===== config.mk =====
export PLATFORM = sky130hd
export DESIGN_NAME = mbwf_merge
export DESIGN_NICKNAME = d
export VERILOG_FILES = /design/src/rtl/mbwf_pkg.sv /design/src/rtl/mbwf_merge.sv
export SDC_FILE = /design/constraint.sdc
export NUM_CORES = 1
export LEC_CHECK = 0
export ABC_AREA = 1
export CAP_MARGIN = 20
export CELL_PAD_IN_SITES_DETAIL_PLACEMENT = 0
export CELL_PAD_IN_SITES_GLOBAL_PLACEMENT = 1
export CORE_AREA = 2 2 39 41
export DETAILED_ROUTE_END_ITERATION = 16
export DIE_AREA = 0 0 41 43
export DONT_BUFFER_PORTS = 1
export PLACE_DENSITY = 0.79
export SLEW_MARGIN = 20
export SYNTH_ARGS = -nofsm -noshare
export SYNTH_HDL_FRONTEND = slang
export SYNTH_SLANG_ARGS = --single-unit

===== constraint.sdc =====
create_clock -name vclk -period 1.42
set_clock_uncertainty 0.1 [all_clocks]
set_input_delay 0.284 -clock vclk [all_inputs]
set_output_delay 0.284 -clock vclk [all_outputs]
set_load 0.03 [all_outputs]

===== src/rtl/mbwf_pkg.sv =====
package mbwf_pkg;

  localparam int BUCKETS = 64;
  localparam int WAYS    = 4;
  localparam int MAC_W   = 48;
  localparam int BKT_W   = (BUCKETS > 1) ? $clog2(BUCKETS) : 1;
  localparam int WAY_W   = (WAYS > 1) ? $clog2(WAYS) : 1;
  localparam int IN_W    = 2 * MAC_W;
  localparam int OUT_W   = 8;

  typedef enum logic [1:0] {
    REQ_ADD = 2'd0,
    REQ_DEL = 2'd1,
    REQ_CLR = 2'd2,
    REQ_CHK = 2'd3
  } req_e;

  typedef enum logic [2:0] {
    STAT_OK        = 3'd0,
    STAT_PRESENT   = 3'd1,
    STAT_NOT_FOUND = 3'd2,
    STAT_FULL      = 3'd3,
    STAT_INVALID   = 3'd4
  } status_e;

  typedef enum logic {
    S_IDLE = 1'b0,
    S_EVAL = 1'b1
  } state_e;

  typedef struct packed {
    logic hit_a;
    logic hit_d;
    logic free;
  } lane_t;

  typedef struct packed {
    status_e status;
    logic    drop;
  } res_t;

  localparam int RES_W = $bits(res_t);

  typedef struct packed {
    logic             set_en;
    logic             clr_en;
    logic             clr_all;
    logic [WAY_W-1:0] way;
  } upd_t;

  // bucket count is a power of two, so the reduction is a mask
  function automatic logic [BKT_W-1:0] bucket_f(input logic [MAC_W-1:0] mac);
    logic [9:0] r;
    r = 10'(mac[47:40] ^ mac[7:0]) + 10'(mac[39:32] ^ mac[15:8])
      + 10'(mac[31:24] ^ mac[23:16]);
    return BKT_W'(r % 10'(BUCKETS));
  endfunction

endpackage


===== src/rtl/mbwf_merge.sv =====
module mbwf_merge (
  input  mbwf_pkg::lane_t [mbwf_pkg::WAYS-1:0] lanes_i,
  input  mbwf_pkg::req_e                       req_i,
  input  logic [47:0]                          mac_a_i,
  input  logic                                 filter_en_i,
  input  logic                                 list_mode_i,
  output mbwf_pkg::res_t                       res_o,
  output mbwf_pkg::upd_t                       upd_o
);
  import mbwf_pkg::*;

  logic             hit_a;
  logic             hit_d;
  logic             any_free;
  logic             bad_mac;
  logic [WAY_W-1:0] hit_way;
  logic [WAY_W-1:0] free_way;

  always_comb begin
    hit_a    = 1'b0;
    hit_d    = 1'b0;
    any_free = 1'b0;
    hit_way  = '0;
    free_way = '0;
    for (int i = WAYS - 1; i >= 0; i--) begin
      if (lanes_i[i].hit_a) begin
        hit_a   = 1'b1;
        hit_way = WAY_W'(i);
      end
      if (lanes_i[i].hit_d) begin
        hit_d = 1'b1;
      end
      if (lanes_i[i].free) begin
        any_free = 1'b1;
        free_way = WAY_W'(i);
      end
    end
  end

  assign bad_mac = (mac_a_i == '0) || mac_a_i[40];

  always_comb begin
    res_o.drop    = 1'b0;
    res_o.status  = STAT_OK;
    upd_o.set_en  = 1'b0;
    upd_o.clr_en  = 1'b0;
    upd_o.clr_all = 1'b0;
    upd_o.way     = hit_way;
    case (req_i)
      REQ_ADD: begin
        upd_o.way = free_way;
        if (bad_mac) begin
          res_o.status = STAT_INVALID;
        end else if (hit_a) begin
          res_o.status = STAT_PRESENT;
        end else if (any_free) begin
          upd_o.set_en = 1'b1;
        end else begin
          res_o.status = STAT_FULL;
        end
      end
      REQ_DEL: begin
        if (hit_a) begin
          upd_o.clr_en = 1'b1;
        end else begin
          res_o.status = STAT_NOT_FOUND;
        end
      end
      REQ_CLR: begin
        upd_o.clr_all = 1'b1;
      end
      REQ_CHK: begin
        if (filter_en_i) begin
          res_o.drop = list_mode_i ? !(hit_a || hit_d) : (hit_a || hit_d);
        end
      end
      default: begin
        res_o.status = STAT_OK;
      end
    endcase
  end

endmodule


# Word-level counts from Yosys, hierarchy flattened
# Index checks and enable logic that the tools add are counted.
[classes] eq_ne=3 mux=36 reduce_logical=5
[ops] operator="$logic_not 48->1" n=1
[ops] operator="$mux 2" n=12
[ops] operator="$mux 1" n=22
[ops] operator="$pmux 3 s2" n=1
[ops] operator="$eq 2x2->1 const B" n=2
[ops] operator="$mux 3" n=1
[ops] operator="$eq 2x1->1 const B" n=1
[ops] operator="$logic_not 2->1" n=1
[ops] operator="$logic_or 1x1->1" n=2
[ops] operator="$logic_not 1->1" n=1
[word_totals] regBits=0 input_bits=64 word_cells=44

# Logic depth before layout (Yosys ltp)
[logic_depth] word_depth=9 ltp_mapped=8

# Worst setup path before layout
# OpenSTA, ideal clock, no wires.
[synth_timing] path_kind="input -> output" startpoint="input port mac_a_i[33]" endpoint="output port res_o[3] in the netlist's numbering" arrival_time_ns=1.211 t_required_ns=1.036 path_slack_ns=-0.175 path_stages=7 cell_sequence="nor2_1 > nand2_1 > nor2_1 > nand2_1 > nor2_1 > nand2_1 > a21oi_1"
[synth_rtl] item="start, declared" line="mbwf_merge.sv:4" text="input logic [47:0] mac_a_i,"
[synth_rtl] item="end, declared" line="mbwf_merge.sv:7" text="output mbwf_pkg::res_t res_o,"

==> flow_metrics.env <==
export IMPL_die_w_microns=41
export IMPL_antenna_found_initial=0
export IMPL_syn_nets=144
export IMPL_worstSetupPathType="input pin to output pin"
export IMPL_setup_slack_ps=-78.8
export IMPL_p_switching_mw=0.0712
export IMPL_gp_congestion=0.640
export IMPL_status="finished, violations left"
export IMPL_ant_nets=0
export IMPL_grt_start_max_net_pins=6
export IMPL_p_int_mw=0.0675
export IMPL_clkbuf_count=0
export IMPL_final_core_util_pct=46.6
export IMPL_core_area_sq_mm=0.00138
export IMPL_end_kind="output pin"
export IMPL_area_growth_syn_to_layout_pct=68.3
export IMPL_antenna_cells=0
export IMPL_path_max_fanout=4
export IMPL_peakVddDrop_v=0.0000686
export IMPL_dpl_cell_area_sq_um=547
export IMPL_arrival_ps=1110
export IMPL_p_per_area_mw_per_mm2=215
export IMPL_firstDrtPassIters=1
export IMPL_grt_pass1_wl_mm=1.75
export IMPL_finalInstanceArea_sq_um=644
export IMPL_pwr_share_comb_pct=100.0
export IMPL_switching_share_pct=51.3
export IMPL_clock_fmax_mhz=667
export IMPL_min_period_over_period_pct=106
export IMPL_die_y_microns=43
export IMPL_slew_headroom_pct=83.8
export IMPL_setup_viol=6
export IMPL_leakage_nw=0.246
export IMPL_seq_area_sq_um=0
export IMPL_violations="negative setup slack"
export IMPL_postCtsHoldBufs=0
export IMPL_start_util_pct=27.7
export IMPL_drv_cap=0
export IMPL_globalRoute_totalOverflow=0
export IMPL_drc=0
export IMPL_finalHoldViolations=0
export IMPL_nets=158
export IMPL_start_kind="input pin"
export IMPL_drive_above_1_share_pct=45.7
export IMPL_syn_area_per_cell_sq_um=4.79
export IMPL_tightest_slew_ps=244
export IMPL_synth_cells=80
export IMPL_wl_mm=1.15
export IMPL_io_buffer_count=0
export IMPL_yosys_warnings=0
export IMPL_critPathRequiredTime_ps=1040
export IMPL_seq_cell_count=0
export IMPL_avgViaCountPerCell=5.11
export IMPL_wl_per_cell_microns=10.7
export IMPL_yosysUniqueCellTypes=16
export IMPL_yosysSeqAreaShare_pct=0
export IMPL_p_clk_share_pct=0
export IMPL_ios=73
export IMPL_dieArea_sq_mm=0.00176
export IMPL_grt_pass1_vias=510
export IMPL_rsz0062_at_grt="yes"
export IMPL_pwr_share_seq_pct=0
export IMPL_num_rows=14
export IMPL_drtIter0Drc=0
export IMPL_grt_usage_pct=13.1
export IMPL_dpl_hpwl_mm=1.03
export IMPL_min_path_type="input pin to output pin"
export IMPL_finalMaxSlewViolations=0
export IMPL_vias=552
export IMPL_fin_crit_ps=1500
export IMPL_synth_area_sq_um=383
==> power by group through the flow <==
| stage | combinational, mW | sequential [mW] | clock [mW] |
|---|---|---|---|
| 2_1_floorplan | 0.0896 | 0 | 0 |
| 3_3_place_gp | 0.124 | 0 | 0 |
| 3_5_place_dp | 0.126 | 0 | 0 |
| 4_1_cts | 0.132 | 0 | 0 |
| 5_1_grt | 0.152 | 0 | 0 |
| 6_report | 0.139 | 0 | 0 |
==> kinds of logic after synthesis <==
kind of cell,Yosys count,share of synthesized area [%]
compound gates,7,13.7
simple gates,67,80.4
buf+inv,6,5.88
==> per-stage QoR <==
| stage | TNS, ps | power, mW | hold slack [ps] | std cells | setup slack, ps |
|---|---|---|---|---|---|
| 3_3_place_gp | -404 | 0.124 | 646 | 107 | -76.7 |
| 2_1_floorplan | -197 | 0.0896 | 560 | 80 | -91.3 |
| 6_report | -300 | 0.139 | 629 | 108 | -78.8 |
| 3_5_place_dp | -542 | 0.126 | 645 | 107 | -103 |
| 4_1_cts | -380 | 0.132 | 630 | 107 | -72.4 |
| 5_1_grt | -688 | 0.152 | 633 | 108 | -160 |
==> per-layer routing <==
| layer | up-vias | part of all wire (%) | global-route usage (%) |
|---|---|---|---|
| met2 | 36 | 58 | 27.8 |
| met5 | - | 0 | 0 |
| met1 | 235 | 31 | 13.3 |
| li1 | 281 | - | - |
| met4 | 0 | 0 | 0 |
| met3 | 0 | 11 | 0 |
==> area by class of cell <==
class / count / area, sq um
fill: 156 / 739
multi-input combinational: 74 / 492
timing repair buffer: 12 / 110
inverter: 6 / 22.5
tap: 16 / 20.0
==> cells in the final DEF, fill, tap and decap left out <==
cell type / count
nand3_4: 2
nor2_4: 6
buf_6: 2
nor2_8: 1
a21oi_2: 2
o21a_4: 1
buf_12: 1
nand2_2: 2
inv_1: 5
nand3_1: 3
nand4_1: 2
nor2_2: 8
buf_4: 9
inv_2: 1
nor3b_2: 1
o32ai_2: 1
a21oi_1: 2
nand2_1: 13
nand2_4: 1
nor2_1: 25
o32ai_4: 1
or2_4: 3
==> what timing repair did <==
action                     CTS  global route
setup endpoints to repair    7             7
buffers inserted             0             1
cloned                       0             0
pin swaps                   13            11
resized for setup           11            13
==> final timing paths <==
kind	start	end	cells past startpoint
max	lanes_i[8]	res_o[2]	5
min	list_mode_i	res_o[0]	1
==> worst max-delay path, cell delays in order <==
cell     delay, ps
or2_4          260
nor2_8         140
nor3b_2        170
nand3_1        130
nand2_4        140
==> synthesized netlist by cell type <==
cell type / n / area [sq um]
o32ai_1: 1 / 8.76
o32ai_2: 1 / 16.3
nor2_2: 1 / 6.26
nand4_1: 2 / 12.5
nand3_1: 4 / 20.0
nand3_2: 1 / 10.0
nor2_8: 1 / 20.0
inv_2: 1 / 3.75
nor3b_2: 1 / 12.5
nor2_1: 38 / 143
inv_1: 5 / 18.8
or2_1: 1 / 6.26
or2_4: 2 / 17.5
a21oi_1: 4 / 20.0
nand2_1: 16 / 60.1
o21a_1: 1 / 7.51
Power figures use the tool's default switching activity.
