==> config.mk <==
export PLATFORM = sky130hd
export DESIGN_NAME = mbwf_lane
export DESIGN_NICKNAME = d
export VERILOG_FILES = /design/src/rtl/mbwf_pkg.sv /design/src/rtl/mbwf_lane.sv
export SDC_FILE = /design/constraint.sdc
export NUM_CORES = 1
export LEC_CHECK = 0
export BUFFER_PORTS_ARGS = -buffer_cell sky130_fd_sc_hd__buf_2
export CAP_MARGIN = 20
export CORE_AREA = 3 3 75 77
export DETAILED_ROUTE_END_ITERATION = 8
export DIE_AREA = 0 0 78 80
export PLACE_DENSITY = 0.65
export SETUP_SLACK_MARGIN = 0.02
export SYNTH_ARGS = -nofsm -noshare
export SYNTH_HDL_FRONTEND = slang
export SYNTH_SLANG_ARGS = --single-unit
==> constraint.sdc <==
create_clock -name vclk -period 2.2
set_input_delay 0.44 -clock vclk [all_inputs]
set_output_delay 0.44 -clock vclk [all_outputs]
set_load 0.05 [all_outputs]
==> src/rtl/mbwf_pkg.sv <==
package mbwf_pkg;

  localparam int BUCKETS = 64;
  localparam int WAYS    = 4;
  localparam int MAC_W   = 48;
  localparam int BKT_W   = (BUCKETS > 1) ? $clog2(BUCKETS) : 1;
  localparam int WAY_W   = (WAYS > 1) ? $clog2(WAYS) : 1;
  localparam int IN_W    = 2 * MAC_W;
  localparam int OUT_W   = 8;

  typedef enum logic [1:0] {
    REQ_ADD = 2'd0,
    REQ_DEL = 2'd1,
    REQ_CLR = 2'd2,
    REQ_CHK = 2'd3
  } req_e;

  typedef enum logic [2:0] {
    STAT_OK        = 3'd0,
    STAT_PRESENT   = 3'd1,
    STAT_NOT_FOUND = 3'd2,
    STAT_FULL      = 3'd3,
    STAT_INVALID   = 3'd4
  } status_e;

  typedef enum logic {
    S_IDLE = 1'b0,
    S_EVAL = 1'b1
  } state_e;

  typedef struct packed {
    logic hit_a;
    logic hit_d;
    logic free;
  } lane_t;

  typedef struct packed {
    status_e status;
    logic    drop;
  } res_t;

  localparam int RES_W = $bits(res_t);

  typedef struct packed {
    logic             set_en;
    logic             clr_en;
    logic             clr_all;
    logic [WAY_W-1:0] way;
  } upd_t;

  // bucket count is a power of two, so the reduction is a mask
  function automatic logic [BKT_W-1:0] bucket_f(input logic [MAC_W-1:0] mac);
    logic [9:0] r;
    r = 10'(mac[47:40] ^ mac[7:0]) + 10'(mac[39:32] ^ mac[15:8])
      + 10'(mac[31:24] ^ mac[23:16]);
    return BKT_W'(r % 10'(BUCKETS));
  endfunction

endpackage

==> src/rtl/mbwf_lane.sv <==
module mbwf_lane (
  input  logic [47:0]   entry_a_i,
  input  logic          vld_a_i,
  input  logic [47:0]   entry_d_i,
  input  logic          vld_d_i,
  input  logic [47:0]   mac_a_i,
  input  logic [47:0]   mac_d_i,
  output mbwf_pkg::lane_t lane_o
);
  import mbwf_pkg::*;

  always_comb begin
    lane_o.hit_a = vld_a_i && (entry_a_i == mac_a_i);
    lane_o.hit_d = vld_d_i && (entry_d_i == mac_d_i);
    lane_o.free  = !vld_a_i;
  end

endmodule

* After elaboration in Yosys (flattened, before gate mapping)
Index checks and enable logic that the tools add are counted.
** Operators by class
- Equal/unequal tests :: 2
- Reductions and logical operators :: 3
** Operator list (count)
- $eq 48x48->1 :: 2
- $logic_and 1x1->1 :: 2
- $logic_not 1->1 :: 1
** Storage, ports and cells
- Flip-flop bits (word level) :: 0
- Input port bits :: 194
- Output and inout port bits :: 3

* Longest topological paths before layout
Gate-level depths: netlist of run 1.
- Depth in word-level cells :: 2
- Depth in mapped cells :: 4
- Mapped depth without buffers :: 4

* Worst setup path before layout of run 1
Ideal clock, no wire load.
- Path kind :: in2out
- Start point :: in mac_d_i[33]
- End point :: out lane_o[1] (netlist bit)
- Arrival time :: 2.514 ns
- Slack :: -0.754 ns
- Stages :: 4
- Buffers on the path :: 0
- Path through :: xor2_1 -> nor4_1 -> nand4_1 -> nor4_1
** RTL lines
- from (decl) :: RTL line mbwf_lane.sv:7 : input logic [47:0] mac_d_i,
- to (decl) :: RTL line mbwf_lane.sv:8 : output mbwf_pkg::lane_t lane_o

==> impl_metrics.tcl, run 1 <==
set metrics [dict create \
    grt_start_max_net_pins 3 \
    syn2layout_area_growth_pct 107 \
    syn_nets 326 \
    finalNonFillerCells 399 \
    final_nets 525 \
    end_kind "output port" \
    critPathMaxFanout 1 \
    status "finished with violations" \
    hold_viol 0 \
    synth_cells 132 \
    drive_above_1_share_pct 62.0 \
    initial_utilization_pct 20.9 \
    fp.dieW_um 78 \
    worst_ir_drop_vdd_mv 0.0832 \
    internal-power_mw 0.208 \
    ios 197 \
    grt_overflow_total 0 \
    routed_via_density 4.13 \
    antenna_cells 0 \
    drc 0 \
    fp.dieH_um 80 \
    grt_pass1_vias 1549 \
    post-cts-setup-buffers 0 \
    switching_share_pct 41.7 \
    ant_nets 0 \
    p_clk_share_pct 0 \
    firstDrtPassIters 4 \
    critPathLaunchType "primary input" \
    regArea_um2 0 \
    drv_slew 0 \
    synth_area_um2 1060 \
    finalCritPeriodShare_pct 101 \
    post-route-min-period_ps 2210 \
    p_per_area_nw_per_um2 162 \
    power_frac_seq_pct 0 \
    antenna_found_initial 0 \
    fp.dieArea_um2 6240 \
    violations "setup timing" \
    fmax_mhz 452 \
    drt_iter0_markers 7 \
    grt_pass1_wl_um 6350 \
    grt_use_total_pct 12.4 \
    placed_cells 399 \
    fin_ws_ps -13.6 \
    routed_wl_um 4680 \
    syn_area_per_cell_um2 8.04 \
    hold_path.class "primary input to output port" \
    gp_congestion 0.747 \
    fin_util_pct 43.3 \
    rsz0062_at_grt "true" \
    setup_viol 1 \
    pwr-share-comb_pct 100.0 \
    switchingPower_mw 0.148 \
    arrival_ps 1770 \
    post_drt_wl_per_cell_um 11.7 \
    nClkBuffers 0 \
    cap_violations 0 \
    relSlewSlack_pct 76.6 \
    critical_path_class "primary input to output port" \
    dp.final_hpwl_um 4490 \
    vias 1646 \
    yosysUniqueCellTypes 11 \
    synth_seq_area_share_pct 0 \
    fin_tns_setup_ps -13.6 \
    core.rowCount 26 \
    core_um2 5070 \
    design.seq.count 0 \
    power.leakage_nw 1.23 \
    finalPower_mw 0.356 \
    port_buffers 197 \
    yosysWarnings 0 \
    worst_pin_slew_ps 347 \
    worstPathRequired_ps 1760 \
]
## worst paths after layout
check,from,to,slack [ps],depth (start not counted)
worst max-delay path,mac_a_i[8],lane_o[2],-10,6
worst min-delay path,vld_a_i,lane_o[0],1260,3
## cells in the final DEF (no fill, tap or decap)
cell and n:
xor2_1 93, nor4_1 18, nor3_1 2, nor4_2 4
clkinvlp_4 1, buf_6 3, buf_2 193, xnor2_1 2
nor4_4 1, o21ai_0 1, nand3_1 3, buf_4 1
inv_1 1, or4_4 1, nand4_1 4, a211o_1 1
## stage by stage
stage	hold slack (ps)	area (µm²)	setup slack (ps)
6_report	1260	2200	-13.6
5_1_grt	1280	2200	-74.9
4_1_cts	1270	2180	-28.4
3_5_place_dp	1270	2160	-133
3_3_place_gp	1260	2160	-119
2_1_floorplan	1050	1080	-221
## Yosys cell counts
cell type  instances  share of area (%)
or4_1              1               0.71
xnor2_1            2                1.7
nor4_1            22                 13
o21ai_0            1               0.47
nand4_1            4                2.4
nor4_2             1                1.2
inv_1              2               0.71
nand3_1            3                1.4
nor3_1             2               0.94
xor2_1            93                 77
a211o_1            1               0.83
## power by group through the flow
stage                     clock network (mW)  logic (mW)  registers (mW)
after floorplan                            0       0.131               0
after global placement                     0       0.345               0
final                                      0       0.356               0
after global routing                       0       0.393               0
after CTS                                  0       0.359               0
after detailed placement                   0       0.353               0
## worst max-delay path, stage by stage
cell and delay (ps):
buf_6 90, xor2_1 140, a211o_1 270, or4_4 490
nor4_4 150, buf_6 190
## what timing repair did
item	4_1_cts	5_1_grt
hold buffers	0	0
gates resized for setup	6	2
cloned	0	0
pin swaps	0	2
endpoints found under the setup margin	2	2
## per-layer routing
layer	global-route usage, %	vias to the layer above	part of all wire (%)
met1	11.9	680	30
met5	0	-	0
met2	27.5	114	57
met3	3.16	0	13
li1	-	852	-
met4	0	0	0
## logic make-up after synthesis
group           Yosys count  share of synthesized area, %
xor+xnor                 95                          78.4
simple gates             33                          19.6
compound gates            2                          1.30
buf+inv                   2                         0.708
## final cells by class
cell class	count	area, µm²
fill	520	2880
inverter	2	11.3
multi-input combinational	130	1090
tap	70	87.6
timing repair buffer	197	1010
(Power assumes the default switching activity.)
==> inputs of run 2 (changes only) <==
--- a/config.mk
+++ b/config.mk
@@ -10,6 +10,7 @@
 export CORE_AREA = 3 3 75 77
 export DETAILED_ROUTE_END_ITERATION = 8
 export DIE_AREA = 0 0 78 80
+export GPL_TIMING_DRIVEN = 0
 export PLACE_DENSITY = 0.65
 export SETUP_SLACK_MARGIN = 0.02
 export SYNTH_ARGS = -nofsm -noshare
==> run 2 against run 1 <==
  * Die area did not move
  * Global-route usage about the same
  * Largest cell class unchanged
  * Sequential cell count is the same
  * Largest power group unchanged
  * Design area grew 1.4%
  * The run still ends with setup timing left
  * Fmax about the same
  * Utilization rose by 0.62 points
  * Via count is 0.24% lower
==> impl_metrics.tcl, run 2 (synthesis gave the netlist of run 1 again) <==
set metrics [dict create \
    status "finished with violations" \
    violations "setup timing" \
    ios 197 \
    critPathMaxFanout 1 \
    routed_via_density 4.12 \
    p_clk_share_pct 0 \
    port_buffers 197 \
    ant_nets 0 \
    fmax_mhz 452 \
    worst_pin_slew_ps 316 \
    design.seq.count 0 \
    fin_ws_ps -13.8 \
    fin_area_um2 2230 \
    cap_violations 0 \
    min_to "lane_o[0]" \
    drc 0 \
    pwr-share-comb_pct 100.0 \
    path_common_cell "buf_6" \
    final_common_cell "buf_2" \
    regArea_um2 0 \
    antenna_cells 0 \
    core.rowCount 26 \
    drive_above_1_share_pct 62.6 \
    dp.final_hpwl_um 4430 \
    p_per_area_nw_per_um2 162 \
    holdPathStages 3 \
    core_um2 5070 \
    grt_pass1_vias 1613 \
    cpMaxStageDelayCell "or4_4" \
    gp_congestion 0.742 \
    nClkBuffers 0 \
    drv_slew 0 \
    initial_utilization_pct 20.9 \
    finalCritPeriodShare_pct 101 \
    vias 1642 \
    rsz0062_at_grt "true" \
    routed_wl_um 4620 \
    placed_cell_area_um2 2160 \
    fp.dieH_um 80 \
    post_drt_wl_per_cell_um 11.6 \
    post-route-min-period_ps 2210 \
    critical_path_class "primary input to output port" \
    fp.dieW_um 78 \
    critPathLaunchType "primary input" \
    grt_pass1_wl_um 6420 \
    min_from "vld_a_i" \
    drt_iter0_markers 6 \
    ctsHoldBuffers 0 \
    switching_share_pct 41.4 \
    setup_viol 1 \
    fin_util_pct 43.9 \
    power.leakage_nw 1.23 \
    slowest_delay_ps 500 \
    grt_overflow_total 0 \
    worstPathRequired_ps 1760 \
    worst_ir_drop_vdd_mv 0.0918 \
    grt_start_max_net_pins 3 \
    firstDrtPassIters 4 \
    syn2layout_area_growth_pct 110 \
    power_frac_seq_pct 0 \
    relSlewSlack_pct 78.8 \
    switchingPower_mw 0.149 \
    antenna_found_initial 0 \
    mostFrequentLayoutCells "buf_2, xor2_1, nor4_1, nor4_2, buf_6" \
    fp.dieArea_um2 6240 \
    hold_path.class "primary input to output port" \
    end_kind "output port" \
    nFillCells 543 \
    internal-power_mw 0.212 \
    hold_viol 0 \
    grt_use_total_pct 12.5 \
    multi_input_area_um2 1100 \
    path_cells "buf_6 -> xor2_1 -> a211o_1 -> or4_4 -> nor4_4 -> buf_6" \
    final_nets 525 \
    arrival_ps 1770 \
]
run 2: cell types whose count changed in the layout (fill, tap and decap cells not counted):
cell,delta
buf_2,-3
buf_6,+3
nor4_1,-2
nor4_2,+2
run 2: area by class of cell:
| type | count | share of cell area [%] |
|---|---|---|
| well taps | 70 | 3.93 |
| inverters | 2 | 0.505 |
| repair buffers | 197 | 46.0 |
| multi-input cells | 130 | 49.5 |
run 2: metrics by stage:
| step | power [mW] | hold WS [ps] | worst slack (ps) | cells | setup TNS, ps |
|---|---|---|---|---|---|
| 4_1_cts | 0.358 | 1270 | -42.5 | 399 | -42.5 |
| 6_report | 0.361 | 1270 | -13.8 | 399 | -13.8 |
| 2_1_floorplan | 0.131 | 1050 | -221 | 132 | -421 |
| 3_3_place_gp | 0.344 | 1270 | -110 | 399 | -146 |
| 3_5_place_dp | 0.351 | 1270 | -136 | 399 | -226 |
| 5_1_grt | 0.398 | 1280 | -82.3 | 399 | -135 |
run 2: timing repair:
action,4_1_cts,5_1_grt
resized for setup,7,6
endpoints found under the setup margin,2,2
pin swaps,1,7
hold endpoints to repair,0,0
gates cloned,0,0
buffers inserted,0,0
run 2: worst max-delay path, delay by kind of cell:
| kind | cells | cell delay, ps |
|---|---|---|
| AOI/OAI and AO/OA | 1 | 260 |
| xor gates and xnor gates | 1 | 140 |
| buffers and inverters | 2 | 280 |
| and+or+nand+nor | 2 | 650 |
run 2: layer usage:
layer  track usage, %  vias up  routed length (µm)  share of wire (%)
met5                0        -                   0                  0
met4                0        0                   0                  0
met3             3.16        0                 630                 14
met2             28.0      114                2610                 57
met1             11.6      676                1380                 30
li1                 -      852                   -                  -
run 2: power groups by stage:
stage / combinational (mW) / clock, mW / sequential, mW
2_1_floorplan: 0.131 / 0 / 0
4_1_cts: 0.358 / 0 / 0
3_5_place_dp: 0.351 / 0 / 0
5_1_grt: 0.398 / 0 / 0
3_3_place_gp: 0.344 / 0 / 0
6_report: 0.361 / 0 / 0
run 2: how the worst max path moves through the flow:
stage | depth (start not counted) | end | from
finish | 6 | lane_o[2] | mac_a_i[8]
global route | 6 | lane_o[2] | mac_a_i[8]
CTS | 6 | lane_o[2] | mac_a_i[8]
detailed placement | 6 | lane_o[2] | mac_a_i[8]
global placement | 6 | lane_o[2] | mac_a_i[8]
floorplan | 4 | lane_o[2] | vld_a_i
==> inputs of run 3 (changes only) <==
==> config.mk (replaced) <==
export PLATFORM = sky130hd
export DESIGN_NAME = mbwf_lane
export DESIGN_NICKNAME = d
export VERILOG_FILES = /design/src/rtl/mbwf_pkg.sv /design/src/rtl/mbwf_lane.sv
export SDC_FILE = /design/constraint.sdc
export NUM_CORES = 1
export LEC_CHECK = 0
export CAP_MARGIN = 20
export CORE_AREA = 3 3 74 76
export DETAILED_ROUTE_END_ITERATION = 8
export DIE_AREA = 0 0 77 79
export DONT_BUFFER_PORTS = 1
export GPL_TIMING_DRIVEN = 0
export PLACE_DENSITY = 0.32
export SETUP_SLACK_MARGIN = 0.02
export SYNTH_ARGS = -nofsm -noshare
export SYNTH_HDL_FRONTEND = slang
export SYNTH_SLANG_ARGS = --single-unit
==> run 3 against run 2 <==
  * The flow still finishes with violations (setup timing)
  * Global-route usage fell by 4.5 points
  * Highest routed layer unchanged
  * Total power fell by 59%
  * Wire length fell by 29%
  * Fmax fell by 10%
  * Utilization fell by 19 points
  * Setup slack got worse by 260 ps
  * Non-clock buffer count fell by 196
  * Critical path depth fell by 2
  * Final cell count fell by 50%
  * Largest power group unchanged
==> impl_metrics.tcl, run 3 (synthesis gave the netlist of run 1 again) <==
set metrics [dict create \
    finalPower_mw 0.148 \
    syn2layout_area_growth_pct 10.7 \
    power_frac_seq_pct 0 \
    grt_pass1_vias 955 \
    critical_path_class "primary input to output port" \
    cap_violations 0 \
    gp_congestion 0.648 \
    grt_start_max_net_pins 3 \
    grt_pass1_wl_um 4110 \
    path_cells "clkinvlp_4 -> a211o_1 -> or4_4 -> nor4_4" \
    worst_ir_drop_vdd_mv 0.0387 \
    hold_path.class "primary input to output port" \
    end_kind "output port" \
    nClkBuffers 0 \
    fp.dieH_um 79 \
    critPathBufInv 1 \
    routed_wl_um 3290 \
    multi_input_area_um2 1070 \
    regArea_um2 0 \
    routed_via_density 4.90 \
    dpl_worst_slack_ps -293 \
    hold_viol 0 \
    fin_ws_ps -273 \
    design.seq.count 0 \
    worst_pin_slew_ps 747 \
    port_buffers 0 \
    pwr-share-comb_pct 100.0 \
    p_clk_share_pct 0 \
    firstDrtPassIters 2 \
    switching_share_pct 41.6 \
    critPathLaunchType "primary input" \
    grt_overflow_total 0 \
    grt_use_total_pct 7.98 \
    ios 197 \
    relSlewSlack_pct 49.9 \
    cpMaxStageDelayCell "nor4_4" \
    core_um2 4790 \
    setup_viol 1 \
    final_nets 329 \
    arrival_ps 2030 \
    post-route-min-period_ps 2470 \
    antenna_found_initial 0 \
    drt_iter0_markers 2 \
    power.leakage_nw 0.449 \
    post_drt_wl_per_cell_um 16.5 \
    vias 979 \
    rsz0062_at_grt "true" \
    final_common_cell "xor2_1" \
    switchingPower_mw 0.0615 \
    core.rowCount 25 \
    drv_slew 0 \
    initial_utilization_pct 22.2 \
    finalCritPeriodShare_pct 112 \
    cp_top_family "simple AND/OR/NAND/NOR gates" \
    slowest_delay_ps 580 \
    post-cts-setup-buffers 0 \
    dp.final_hpwl_um 3250 \
    p_per_area_nw_per_um2 126 \
    status "finished with violations" \
    drive_above_1_share_pct 3.76 \
    drc 0 \
    nFillCells 527 \
    fp.dieArea_um2 6080 \
    fp.dieW_um 77 \
    internal-power_mw 0.0862 \
    mostFrequentLayoutCells "xor2_1, nor4_1, nand4_1, nand3_1" \
    fmax_mhz 404 \
    ant_nets 0 \
    violations "setup timing" \
    antenna_cells 0 \
    critPathMaxFanout 2 \
    worstPathRequired_ps 1760 \
    whs_ps 1060 \
]
run 3: path summary, 6_finish.rpt:
| kind | startpoint | end | slack [ps] | depth (start not counted) |
|---|---|---|---|---|
| max | vld_a_i | lane_o[2] | -270 | 4 |
| min | vld_a_i | lane_o[0] | 1060 | 1 |
run 3: final cells by class:
cell class,count,area share (%)
inverter,2,0.958
multi-input combinational,130,91.3
tap,67,7.14
timing repair buffer,1,0.639
run 3: what timing repair did:
action,CTS,global route
hold buffers,0,0
setup endpoints to repair,1,1
endpoints found under the hold margin,0,0
gates resized for setup,0,0
run 3: metrics by stage:
step | utilization, % | setup TNS, ps | area (µm²) | std cells
after floorplan | - | -421 | 1080 | 132
after CTS | 24.5 | -298 | 1170 | 200
after global routing | 24.5 | -326 | 1170 | 200
after detailed placement | 24.5 | -293 | 1170 | 200
final | 24.5 | -273 | 1170 | 200
after global placement | 24.4 | -702 | 1170 | 199
run 3: metal layers:
metal | global-route usage [%] | vias to the layer above | share of wire, %
met3 | 1.02 | 0 | 10
met5 | 0 | - | 0
met1 | 7.96 | 430 | 30
met4 | 0 | 0 | 0
li1 | - | 460 | -
met2 | 18.0 | 89 | 60
run 3: power by group through the flow:
stage          sequential, mW  combinational [mW]  clock, mW
2_1_floorplan               0               0.131          0
3_3_place_gp                0               0.146          0
3_5_place_dp                0               0.150          0
4_1_cts                     0               0.152          0
5_1_grt                     0               0.169          0
6_report                    0               0.148          0
